===== config.mk =====
export PLATFORM = sky130hd
export DESIGN_NAME = meter_request_frame_encoder_top
export DESIGN_NICKNAME = d
export VERILOG_FILES = /design/src/hw/rtl/mrfe_pkg.sv /design/src/hw/rtl/mrfe_queue.sv /design/src/hw/rtl/mrfe_front.sv /design/src/hw/rtl/mrfe_back.sv /design/src/hw/rtl/meter_request_frame_encoder_top.sv
export SDC_FILE = /design/constraint.sdc
export NUM_CORES = 1
export LEC_CHECK = 0
export BUFFER_PORTS_ARGS = -buffer_cell sky130_fd_sc_hd__buf_2
export CORE_ASPECT_RATIO = 1.1
export CORE_UTILIZATION = 50
export DETAILED_ROUTE_END_ITERATION = 7
export PLACE_DENSITY = 0.7
export SYNTH_ARGS = -nofsm -noshare
export SYNTH_HDL_FRONTEND = slang
export SYNTH_SLANG_ARGS = --single-unit

===== constraint.sdc =====
create_clock -name i_clk -period 5.3 [get_ports i_clk]
set_input_delay 0.265 -clock i_clk [delete_from_list [all_inputs] [get_ports i_clk]]
set_output_delay 0.265 -clock i_clk [all_outputs]
set_load 0.005 [all_outputs]

===== src/hw/rtl/mrfe_pkg.sv =====
// Shared types, constants and helper functions of the meter request frame encoder.
// No dependencies.
package mrfe_pkg;

    localparam logic [7:0] FRAME_MARK = 8'hC0;
    localparam logic [7:0] FRAME_HEAD = 8'h48;
    localparam logic [7:0] FILL_BYTE  = 8'hFF;
    localparam logic [7:0] ZERO_BYTE  = 8'h00;
    localparam logic [7:0] SUM_BODY   = 8'h01;
    localparam logic [7:0] CRC_POLY   = 8'hB5;

    localparam logic [7:0] KIND_CODE_PLAIN  = 8'hD0;
    localparam logic [7:0] KIND_CODE_SUM    = 8'hD1;
    localparam logic [7:0] KIND_CODE_TARIFF = 8'hD2;
    localparam logic [7:0] KIND_CODE_HOURLY = 8'hD5;

    typedef enum logic [1:0] {
        KIND_PLAIN  = 2'd0,
        KIND_SUM    = 2'd1,
        KIND_TARIFF = 2'd2,
        KIND_HOURLY = 2'd3
    } t_kind;

    // Frame byte positions
    localparam logic [4:0] POS_HEAD    = 5'd1;
    localparam logic [4:0] POS_ADDR_LO = 5'd2;
    localparam logic [4:0] POS_ADDR_HI = 5'd3;
    localparam logic [4:0] POS_FILL    = 5'd4;
    localparam logic [4:0] POS_KIND    = 5'd10;
    localparam logic [4:0] POS_CMD_HI  = 5'd11;
    localparam logic [4:0] POS_CMD_LO  = 5'd12;
    localparam logic [4:0] POS_BODY    = 5'd13;

    localparam int BODY_MAX = 5;
    localparam int QDEPTH   = 2;
    localparam int QPTR_W   = (QDEPTH > 1) ? $clog2(QDEPTH) : 1;
    localparam int QCNT_W   = $clog2(QDEPTH + 1);

    // Configuration register indexes
    localparam logic REG_METER_ADDRESS = 1'b0;

    typedef struct packed {
        logic [7:0]                 kind_code;
        logic [15:0]                cmd;
        logic [2:0]                 body_len;
        logic [BODY_MAX-1:0][7:0]   body;
    } t_req;

    typedef struct packed {
        logic full;
        logic empty;
    } t_q_stat;

    typedef enum logic {
        BK_IDLE,
        BK_SEND
    } t_back_state;

    // CRC-8, MSB first, no reflection
    function automatic logic [7:0] crc8_next(input logic [7:0] crc, input logic [7:0] b);
        logic [7:0] v;
        v = crc ^ b;
        for (int k = 0; k < 8; k++) begin
            v = v[7] ? ((v << 1) ^ CRC_POLY) : (v << 1);
        end
        return v;
    endfunction

    // Tens nibble and units nibble; tens come from v * 205 >> 11, exact below 1029
    function automatic logic [7:0] to_bcd(input logic [6:0] v);
        logic [14:0] prod;
        logic [3:0]  tens;
        logic [6:0]  units;
        prod  = 15'(v) * 15'd205;
        tens  = prod[14:11];
        units = v - 7'(7'(tens) * 7'd10);
        return {tens, units[3:0]};
    endfunction

endpackage


===== src/hw/rtl/mrfe_queue.sv =====
// Short descriptor queue between the front and back parts of the frame encoder.
// Depends on mrfe_pkg.
module mrfe_queue
    import mrfe_pkg::*;
(
    input  logic    i_clk,
    input  logic    i_rst_n,
    input  logic    i_push,
    input  t_req    i_req,
    input  logic    i_pop,
    output t_req    o_head,
    output t_q_stat o_stat
);

    t_req              r_mem [QDEPTH];
    logic [QPTR_W-1:0] r_wr_ptr, n_wr_ptr;
    logic [QPTR_W-1:0] r_rd_ptr, n_rd_ptr;
    logic [QCNT_W-1:0] r_count, n_count;

    function automatic logic [QPTR_W-1:0] ptr_inc(input logic [QPTR_W-1:0] p);
        return (p == QPTR_W'(QDEPTH - 1)) ? '0 : p + 1'b1;
    endfunction

    always_comb begin
        n_wr_ptr = i_push ? ptr_inc(r_wr_ptr) : r_wr_ptr;
        n_rd_ptr = i_pop  ? ptr_inc(r_rd_ptr) : r_rd_ptr;
        n_count  = r_count;
        if (i_push && !i_pop) begin
            n_count = r_count + 1'b1;
        end else if (!i_push && i_pop) begin
            n_count = r_count - 1'b1;
        end
    end

    always_ff @(posedge i_clk) begin
        if (!i_rst_n) begin
            r_wr_ptr <= '0;
            r_rd_ptr <= '0;
            r_count  <= '0;
        end else begin
            r_wr_ptr <= n_wr_ptr;
            r_rd_ptr <= n_rd_ptr;
            r_count  <= n_count;
        end
    end

    always_ff @(posedge i_clk) begin
        if (i_push) begin
            r_mem[r_wr_ptr] <= i_req;
        end
    end

    assign o_head       = r_mem[r_rd_ptr];
    assign o_stat.full  = (r_count == QCNT_W'(QDEPTH));
    assign o_stat.empty = (r_count == '0);

endmodule


===== src/hw/rtl/mrfe_front.sv =====
// Front part of the frame encoder: accepts request items and turns them into descriptors.
// Depends on mrfe_pkg.
module mrfe_front
    import mrfe_pkg::*;
(
    input  logic        i_valid,
    output logic        o_stall,
    input  logic [15:0] i_command_code,
    input  logic [1:0]  i_frame_kind,
    input  logic [7:0]  i_param_byte,
    input  logic [7:0]  i_index_byte,
    input  logic [4:0]  i_day_of_month,
    input  logic [3:0]  i_month_number,
    input  logic [6:0]  i_year_in_century,
    input  logic [4:0]  i_hour_of_day,
    input  t_q_stat     i_q_stat,
    output logic        o_push,
    output t_req        o_req
);

    t_kind kind;

    assign kind    = t_kind'(i_frame_kind);
    assign o_stall = i_q_stat.full;
    assign o_push  = i_valid && !i_q_stat.full;

    always_comb begin
        o_req          = '0;
        o_req.cmd      = i_command_code;
        case (kind)
            KIND_PLAIN: begin
                o_req.kind_code = KIND_CODE_PLAIN;
                o_req.body_len  = 3'd0;
            end
            KIND_SUM: begin
                o_req.kind_code = KIND_CODE_SUM;
                o_req.body_len  = 3'd1;
                o_req.body[0]   = SUM_BODY;
            end
            KIND_TARIFF: begin
                o_req.kind_code = KIND_CODE_TARIFF;
                o_req.body_len  = 3'd2;
                o_req.body[0]   = i_param_byte;
                o_req.body[1]   = i_index_byte;
            end
            KIND_HOURLY: begin
                o_req.kind_code = KIND_CODE_HOURLY;
                o_req.body_len  = 3'd5;
                o_req.body[0]   = to_bcd(7'(i_day_of_month));
                o_req.body[1]   = to_bcd(7'(i_month_number));
                o_req.body[2]   = to_bcd(i_year_in_century);
                o_req.body[3]   = 8'(i_hour_of_day);
                o_req.body[4]   = i_param_byte;
            end
            default: begin
                o_req.kind_code = KIND_CODE_PLAIN;
            end
        endcase
    end

endmodule


===== src/hw/rtl/mrfe_back.sv =====
// Back part of the frame encoder: walks one descriptor byte by byte, running the CRC.
// Depends on mrfe_pkg.
module mrfe_back
    import mrfe_pkg::*;
(
    input  logic        i_clk,
    input  logic        i_rst_n,
    input  logic [15:0] i_meter_address,
    input  t_req        i_head,
    input  t_q_stat     i_q_stat,
    output logic        o_pop,
    output logic        o_valid,
    input  logic        i_stall,
    output logic [7:0]  o_frame_byte,
    output logic        o_frame_end
);

    t_back_state r_state, n_state;
    t_req        r_desc;
    logic [4:0]  r_idx;
    logic [7:0]  r_crc;
    logic        r_out_valid;
    logic [7:0]  r_out_byte;
    logic        r_out_end;

    logic        advance;
    logic        at_last;
    logic        in_crc;
    logic        sending;
    logic [4:0]  body_rel;
    logic [7:0]  cur_byte;

    assign advance  = !r_out_valid || !i_stall;
    assign at_last  = (r_idx == 5'd14 + 5'(r_desc.body_len));
    assign in_crc   = (r_idx != '0) && (r_idx < POS_BODY + 5'(r_desc.body_len));
    assign body_rel = r_idx - POS_BODY;

    always_comb begin
        if (r_idx == '0 || at_last) begin
            cur_byte = FRAME_MARK;
        end else if (r_idx == POS_BODY + 5'(r_desc.body_len)) begin
            cur_byte = r_crc;
        end else if (r_idx >= POS_BODY) begin
            cur_byte = r_desc.body[body_rel[2:0]];
        end else begin
            case (r_idx)
                POS_HEAD:    cur_byte = FRAME_HEAD;
                POS_ADDR_LO: cur_byte = i_meter_address[7:0];
                POS_ADDR_HI: cur_byte = i_meter_address[15:8];
                POS_FILL:    cur_byte = FILL_BYTE;
                POS_KIND:    cur_byte = r_desc.kind_code;
                POS_CMD_HI:  cur_byte = r_desc.cmd[15:8];
                POS_CMD_LO:  cur_byte = r_desc.cmd[7:0];
                default:     cur_byte = ZERO_BYTE;
            endcase
        end
    end

    // Next state
    always_comb begin
        n_state = r_state;
        case (r_state)
            BK_IDLE: begin
                if (!i_q_stat.empty) begin
                    n_state = BK_SEND;
                end
            end
            BK_SEND: begin
                if (advance && at_last && i_q_stat.empty) begin
                    n_state = BK_IDLE;
                end
            end
            default: n_state = BK_IDLE;
        endcase
    end

    // State outputs
    always_comb begin
        sending = 1'b0;
        o_pop   = 1'b0;
        case (r_state)
            BK_IDLE: begin
                o_pop = !i_q_stat.empty;
            end
            BK_SEND: begin
                sending = advance;
                o_pop   = advance && at_last && !i_q_stat.empty;
            end
            default: begin
                sending = 1'b0;
                o_pop   = 1'b0;
            end
        endcase
    end

    always_ff @(posedge i_clk) begin
        if (!i_rst_n) begin
            r_state     <= BK_IDLE;
            r_idx       <= '0;
            r_crc       <= '0;
            r_out_valid <= 1'b0;
        end else begin
            r_state <= n_state;
            if (o_pop) begin
                r_idx <= '0;
                r_crc <= '0;
            end else if (sending) begin
                r_idx <= r_idx + 1'b1;
                if (in_crc) begin
                    r_crc <= crc8_next(r_crc, cur_byte);
                end
            end
            if (advance) begin
                r_out_valid <= (r_state == BK_SEND);
            end
        end
    end

    always_ff @(posedge i_clk) begin
        if (o_pop) begin
            r_desc <= i_head;
        end
        if (sending) begin
            r_out_byte <= cur_byte;
            r_out_end  <= at_last;
        end
    end

    assign o_valid      = r_out_valid;
    assign o_frame_byte = r_out_byte;
    assign o_frame_end  = r_out_end;

endmodule


===== src/hw/rtl/meter_request_frame_encoder_top.sv =====
// Meter request frame encoder: every accepted request becomes one byte-serial frame
// (C0 48 address FF 00x5 kind command body CRC-8 C0). An item is accepted whenever the
// two-entry descriptor queue has room, so items can arrive in consecutive cycles; the
// back end then sends one byte per cycle through its output register while i_stall is
// low, in frames of 15, 16, 17 or 20 bytes for kinds plain, sum, tariff and hourly, and
// follows a closing C0 directly with the next queued frame. The byte sequencer sets
// the sustained rate. The meter address is in a 32-bit APB register at byte address 0.
// Depends on mrfe_pkg, mrfe_front, mrfe_queue and mrfe_back.
module meter_request_frame_encoder_top
    import mrfe_pkg::*;
(
    input  logic        i_clk,
    input  logic        i_rst_n,
    input  logic        psel,
    input  logic        penable,
    input  logic        pwrite,
    input  logic [2:0]  paddr,
    input  logic [31:0] pwdata,
    output logic [31:0] prdata,
    output logic        pready,
    input  logic        i_valid,
    output logic        o_stall,
    input  logic [15:0] i_command_code,
    input  logic [1:0]  i_frame_kind,
    input  logic [7:0]  i_param_byte,
    input  logic [7:0]  i_index_byte,
    input  logic [4:0]  i_day_of_month,
    input  logic [3:0]  i_month_number,
    input  logic [6:0]  i_year_in_century,
    input  logic [4:0]  i_hour_of_day,
    output logic        o_valid,
    input  logic        i_stall,
    output logic [7:0]  o_frame_byte,
    output logic        o_frame_end
);

    logic [15:0] r_meter_address;
    logic        cfg_wr;
    logic        push;
    logic        pop;
    t_req        front_req;
    t_req        q_head;
    t_q_stat     q_stat;

    assign pready = 1'b1;
    assign cfg_wr = psel && penable && pwrite && pready;

    always_ff @(posedge i_clk) begin
        if (!i_rst_n) begin
            r_meter_address <= '0;
        end else if (cfg_wr && paddr[2] == REG_METER_ADDRESS) begin
            r_meter_address <= pwdata[15:0];
        end
    end

    assign prdata = (paddr[2] == REG_METER_ADDRESS) ? 32'(r_meter_address) : '0;

    mrfe_front u_front (
        .i_valid           (i_valid),
        .o_stall           (o_stall),
        .i_command_code    (i_command_code),
        .i_frame_kind      (i_frame_kind),
        .i_param_byte      (i_param_byte),
        .i_index_byte      (i_index_byte),
        .i_day_of_month    (i_day_of_month),
        .i_month_number    (i_month_number),
        .i_year_in_century (i_year_in_century),
        .i_hour_of_day     (i_hour_of_day),
        .i_q_stat          (q_stat),
        .o_push            (push),
        .o_req             (front_req)
    );

    mrfe_queue u_queue (
        .i_clk   (i_clk),
        .i_rst_n (i_rst_n),
        .i_push  (push),
        .i_req   (front_req),
        .i_pop   (pop),
        .o_head  (q_head),
        .o_stat  (q_stat)
    );

    mrfe_back u_back (
        .i_clk           (i_clk),
        .i_rst_n         (i_rst_n),
        .i_meter_address (r_meter_address),
        .i_head          (q_head),
        .i_q_stat        (q_stat),
        .o_pop           (pop),
        .o_valid         (o_valid),
        .i_stall         (i_stall),
        .o_frame_byte    (o_frame_byte),
        .o_frame_end     (o_frame_end)
    );

endmodule


==> results.yml, run 1 <==
status:
  status: "complete, no violations"
final_layout:
  antenna_cells: 0
  seq_area_mm2: 0.00602
  utilization_pct: 58.4
  area_growth_pct: 14.3
  layout_commonest_cell: "edfxtp_1"
  fillers: 1787
  multi_input_area_mm2: 0.00487
  drive_above_1_share_pct: 22.5
  nets: 1214
  final_cell_mix: "177 x edfxtp_1, 105 x buf_2, 91 x ha_1"
timing:
  rsz0062_at_grt: "no"
  timing.fmax_ghz: 0.234
  tns_ps: 0
  maxSlewHeadroom_pct: 25.5
  worstMarginPinSlew_ps: 1120
  hold_slack_ps: 23.9
  maxSlewViolCount: 0
  setup_viol: 0
  period_needed_ps: 4270
  post-route-period-util_pct: 80.5
  final_hold_viol_count: 0
  clock_skew_ps: 8.32
placement:
  dpl.hpwl_mm: 15.1
  place.gp.congestion: 0.875
  portBuffers: 105
cts:
  clockBufferDepth: 3
  path_clk_slew_ps: 60
  clock_latency_ps: 490
  cts_tree: "done"
  cts.sinks: 212
  htree_num_levels: 1
  numCtsBuffers: 22
  cts_setup_buffers: 0
  cts-root-buf: "clkbuf_16"
route:
  top_layer_used: "met4"
  wl_met3_um: 917
  wl_mm: 21.7
  via_count: 7131
  m1WireLength_mm: 9.63
  met2WireLength_mm: 10.5
  first_pass_iters: 5
  dr.first_iter.drc_count: 326
  ant_nets: 0
  drc: 0
  vias_per_cell: 5.38
  wl_per_cell_um: 16.4
worst_setup_path:
  crit_arrival_ps: 4500
  ff2ff_setup_slack_ps: 1710
  r2r-start: "u_back.r_idx[0]$_SDFFE_PP0P_"
  crit_start: "i_year_in_century[4]"
  crit_type: "in -> reg"
  crit_path_end_kind: "register"
  critPathMaxFanout: 4
  reg2reg_depth: 11
  r2r-end: "u_back.r_crc[4]$_SDFFE_PP0P_"
  start_kind: "input pin"
  cp.required_ps: 5530
pwr:
  power.leakage_nw: 5.26
  irDropWorstVdd_uv: 243
  p_per_area_mw_per_mm2: 421
die:
  coreArea_mm2: 0.0222
  dieArea_mm2: 0.0233
  dieHeight_um: 160
  rows: 57
  die_x_um: 146
  initial_utilization_pct: 51.1
  pin_count: 141
yosys:
  syn_inst: 903
  synth_compound_area_share_pct: 9.31
  async_flop_share_pct: 0
  netlist_area_mm2: 0.0113
  synth_seq_cells: 212
  synth_area_per_cell_um2: 12.6
  synthAdderAreaFrac_pct: 12.2
  ys_seq_area_share_pct: 53.1
  synth_edf_count: 177
  synth_mux_area_share_pct: 7.53
  synth-xor-area-share_pct: 3.35
  ys_warn_count: 0
  synth_top_family_by_area: "adder cells"
  synthSimpleGateAreaFrac_pct: 9.93
  ys.flop_type: "edfxtp_1"
  ys_types: 79
global_routing:
  grt_pass1_wl_mm: 35.8
  grt_overflow: 0
  antenna_found_initial: 0
  grt_usage_pct: 19.1
  grt_pass1_vias: 7105
  grt_max_degree: 58
min_path:
  hold_class: "in -> reg"
  worstHoldPathCells: 3
  min_from: "pwdata[12]"
  min_to: "r_meter_address[12]$_SDFFE_PN0P_"
job:
  cap_violations: 0
[cell families (layout without fill, tap and decap cells)]
family | after synthesis | after routing
flip-flops | 212 | 212
AO/OA/AOI/OAI | 142 | 142
buffers and inverters | 112 | 224
adder cells (fa/ha/maj) | 103 | 103
AND/OR/NAND/NOR | 217 | 217
other | 2 | 17
multiplexers | 74 | 74
XOR/XNOR | 41 | 41
[registers in the layout (all words and copies together) (netlist names), 2 cells and up]
name                 cells
u_back.r_crc             8
u_queue.r_mem          112
u_back.o_frame_byte      8
r_meter_address         16
u_back.r_idx             5
u_back.r_desc           56
u_queue.r_count          2
[area by class of cell]
| cell class | instances | share of cell area (%) |
|---|---|---|
| clock inverters | 9 | 0.898 |
| clock buffers | 31 | 4.83 |
| well taps | 295 | 2.85 |
| flip-flops and latches | 212 | 46.4 |
| repair buffers | 129 | 5.77 |
| inverters | 55 | 1.59 |
| multi-input cells | 594 | 37.6 |
[worst max-delay path by stage]
stage | endpoint | slack (ps) | cells past startpoint
after floorplan | u_queue.r_mem[0][19]$_DFFE_PP_ | 940 | 18
after detailed placement | u_queue.r_mem[0][19]$_DFFE_PP_ | 500 | 19
final | u_queue.r_mem[0][19]$_DFFE_PP_ | 1030 | 19
after global routing | u_queue.r_mem[0][19]$_DFFE_PP_ | 840 | 19
after CTS | u_queue.r_mem[1][19]$_DFFE_PP_ | 1000 | 19
after global placement | u_queue.r_mem[0][19]$_DFFE_PP_ | 600 | 19
[routing by layer]
metal	GRT usage, %	vias up
met5	0	-
met4	7.66	0
met3	2.34	45
met2	32.6	185
met1	24.9	3404
li1	-	3497
[power by group]
| group | switching, mW | total [mW] | internal [mW] | leakage (nW) |
|---|---|---|---|---|
| registers | 0.118 | 2.39 | 2.28 | 1.97 |
| logic | 0.879 | 1.51 | 0.629 | 2.93 |
| clock network | 0.589 | 1.56 | 0.966 | 0.364 |
| total | 1.59 | 5.46 | 3.87 | 5.26 |
[synthesized netlist by cell type (all sizes together), types with 3 or more instances]
library cell | count | area [µm²]
a211oi | 8 | 65.1
a21boi | 19 | 143
a21o | 13 | 97.6
a21oi | 23 | 119
a221oi | 5 | 43.8
a222oi | 3 | 30.0
a22o | 6 | 52.6
a22oi | 7 | 57.6
a31o | 3 | 26.3
a32oi | 4 | 35.0
a41o | 3 | 30.0
and2 | 17 | 106
and3 | 19 | 119
buf | 29 | 205
clkbuf | 28 | 109
dfxtp | 35 | 701
edfxtp | 177 | 5320
fa | 12 | 240
ha | 91 | 1140
inv | 55 | 206
mux2 | 60 | 676
mux2i | 11 | 110
mux4 | 3 | 67.6
nand2 | 60 | 225
nand3 | 6 | 30.0
nand3b | 5 | 37.5
nand4 | 7 | 43.8
nor2 | 51 | 201
nor2b | 21 | 131
nor3 | 6 | 35.0
o21a | 3 | 22.5
o21ai | 19 | 95.1
o22ai | 6 | 50.0
o31ai | 5 | 42.5
or2 | 8 | 50.1
xnor2 | 29 | 262
xor2 | 11 | 96.3
[through the flow]
step	std cells	power [mW]	setup WS, ps	instance area [µm²]
floorplan	918	3.54	941	11400
global placement	1268	3.89	604	12000
detailed placement	1268	3.94	496	12000
CTS	1325	5.51	1000	13000
global route	1325	5.76	841	13000
finish	1325	5.46	1030	13000
[worst max-delay path: stages]
cell     delay (ps)
buf_2           130
ha_1            300
ha_1            300
fa_1            510
inv_1            60
fa_1            500
inv_1            40
ha_1            280
a31o_2          230
a21o_1          170
a21oi_1         140
o21ai_0         180
xor2_1          220
ha_1            230
fa_1            390
xor2_1          190
xnor2_1         160
xnor2_1         140
nor2_1           60
[repair_timing]
action                                 CTS  global route
setup endpoints to repair                0             0
gates resized for setup                  0             0
endpoints found under the hold margin   33             0
hold buffers                            17             0
No activity file was read; power rests on OpenSTA's default activity.
==> run 2: changes to the inputs <==
--- a/config.mk
+++ b/config.mk
@@ -5,11 +5,12 @@
 export SDC_FILE = /design/constraint.sdc
 export NUM_CORES = 1
 export LEC_CHECK = 0
+export ABC_AREA = 1
 export BUFFER_PORTS_ARGS = -buffer_cell sky130_fd_sc_hd__buf_2
 export CORE_ASPECT_RATIO = 1.1
 export CORE_UTILIZATION = 50
 export DETAILED_ROUTE_END_ITERATION = 7
-export PLACE_DENSITY = 0.7
+export PLACE_DENSITY = 0.73
 export SYNTH_ARGS = -nofsm -noshare
 export SYNTH_HDL_FRONTEND = slang
 export SYNTH_SLANG_ARGS = --single-unit
==> constraint.sdc (replaced) <==
create_clock -name i_clk -period 3.85 [get_ports i_clk]
set_input_delay 0.1925 -clock i_clk [delete_from_list [all_inputs] [get_ports i_clk]]
set_output_delay 0.1925 -clock i_clk [all_outputs]
set_load 0.005 [all_outputs]
==> run 2 against run 1 <==
Effect of this change:
- worst setup slack worse by 820 ps
- power is 48% higher
- cell count is 22% higher
- die area is 1.4% lower
- synthesized cell count is 27% higher
- sequential power is 43% higher
- first-iteration DRC count is 62% higher
- critical path depth is 1 higher
==> results.yml, run 2 <==
final_layout:
  drive_above_1_share_pct: 16.0
  fillers: 1833
  final_cells: 1616
  area_growth_pct: 18.6
  layout_commonest_cell: "nand2_1"
  final_cell_mix: "337 x nand2_1, 177 x edfxtp_1, 121 x inv_1"
  utilization_pct: 60.2
  top_regs: "u_queue.r_mem x112, u_back.r_desc x56, r_meter_address x16"
  antenna_cells: 0
  largest_register: "u_queue.r_mem"
  nets: 1504
  fin_area_mm2: 0.0133
  multi_input_area_mm2: 0.00459
  seq_area_mm2: 0.00602
  largest_register_ff_count: 112
yosys:
  synth_seq_cells: 212
  ys.flop_type: "edfxtp_1"
  ys_seq_area_share_pct: 53.8
  yosys-top-cells-area: "edfxtp_1 48%, nand2_1 11%, ha_1 10%"
  netlist_area_mm2: 0.0112
  async_flop_share_pct: 0
  syn_inst: 1150
  synth_common_cells: "337 x nand2_1, 177 x edfxtp_1, 121 x inv_1"
  ys_types: 43
  synth.top_cell.area_share_pct: 47.5
  synth_edf_count: 177
  yosys.cell_count.top_type: "nand2_1"
  synth_area_per_cell_um2: 9.72
  synth_area_leader_cell: "edfxtp_1"
  ys_warn_count: 0
status:
  status: "complete, no violations"
route:
  drc: 0
  wl_per_cell_um: 14.9
  first_pass_iters: 5
  wl_mm: 24.1
  vias_per_cell: 5.09
  ant_nets: 0
  dr.first_iter.drc_count: 528
  via_count: 8231
placement:
  place.gp.congestion: 0.985
  dpl.hpwl_mm: 17.1
  place_area_mm2: 0.0121
  dp_slack_ps: -342
  portBuffers: 105
  dpl.cell_count: 1537
die:
  rows: 57
  dieArea_mm2: 0.0230
  die_x_um: 145
  pin_count: 141
  dieHeight_um: 159
  initial_utilization_pct: 50.7
  coreArea_mm2: 0.0220
min_path:
  hold_class: "in -> reg"
  worstHoldPathCells: 3
worst_setup_path:
  reg2reg_depth: 23
  critPathMaxFanout: 3
  crit_type: "in -> reg"
  start_kind: "input pin"
  crit_arrival_ps: 3870
  cp.required_ps: 4090
  crit_path_end_kind: "register"
global_routing:
  grt_pass1_vias: 8140
  grt_usage_pct: 22.0
  grt_overflow: 0
  grt_max_degree: 59
  grt_pass1_wl_mm: 39.5
  antenna_found_initial: 0
cts:
  cts.sinks: 212
  numCtsBuffers: 23
  clock_latency_ps: 530
  cts-root-buf: "clkbuf_16"
  htree_num_levels: 1
  clockBufferDepth: 3
  path_clk_slew_ps: 60
  cts_tree: "done"
timing:
  clock_skew_ps: 34.6
  final_hold_viol_count: 0
  setup_ws_ps: 214
  maxSlewHeadroom_pct: 40.8
  setup_viol: 0
  worstMarginPinSlew_ps: 885
  tns_ps: 0
  post-route-period-util_pct: 94.4
  timing.fmax_ghz: 0.275
  period_needed_ps: 3640
  maxSlewViolCount: 0
  hold_slack_ps: 8.89
pwr:
  p_total_mw: 8.07
  power.leakage_nw: 6.05
  p_per_area_mw_per_mm2: 608
  irDropWorstVdd_uv: 445
job:
  cap_violations: 0
==> run 2: power breakdown <==
group | switching (mW) | internal (mW)
Combinational | 1.65 | 0.841
Clock | 0.919 | 1.24
Sequential | 0.182 | 3.23
==> run 2: path summary, 6_finish.rpt <==
kind | startpoint | end | slack [ps]
max | i_year_in_century[6] | u_queue.r_mem[1][19]$_DFFE_PP_ | 210
min | i_hour_of_day[3] | u_queue.r_mem[1][27]$_DFFE_PP_ | 9
max reg2reg | u_back.r_idx[1]$_SDFFE_PP0P_ | u_back.r_crc[0]$_SDFFE_PP0P_ | 350
min reg2reg | r_meter_address[5]$_SDFFE_PN0P_ | r_meter_address[5]$_SDFFE_PN0P_ | 480
==> run 2: cell type report <==
cell class	count	area share (%)
multi-input combinational	773	34.6
clock buffer	24	4.37
clock inverter	18	1.18
timing repair buffer	164	8.07
inverter	130	3.68
sequential	212	45.4
tap	295	2.78
==> run 2: worst max-delay path, cell delays in order <==
cell and delay, ps:
buf_2 140, ha_4 250, ha_4 230, fa_1 480
inv_1 50, fa_1 480, inv_1 40, ha_1 260
nand2_1 60, nor2_1 40, o21ai_1 140, o211ai_1 150
a21o_1 230, xor2_1 190, inv_1 70, fa_2 350
xor2_2 160, xor2_1 160, o21ai_1 150, a21oi_1 70
==> run 2: layer usage <==
layer  global-route usage, %  vias to the layer above  share of wire, %
met5                       0                        -                 0
met4                    9.33                        0               4.1
met3                    2.68                       71               4.3
met2                    38.3                      216                51
met1                    27.2                     3854                41
li1                        -                     4090                 -
==> run 2: kinds of logic after synthesis <==
family / share of synthesized area (%)
simple gates: 18.6
flops: 53.8
buf+inv: 6.77
compound gates: 6.01
fa+ha+maj: 12.3
xor+xnor: 2.39
other cells: 0.0672
==> run 2: repair_timing <==
action	in CTS	in global routing
endpoints found under the hold margin	54	0
hold buffers	36	0
resized for setup	0	2
setup endpoints to repair	0	2
buffers inserted	0	1
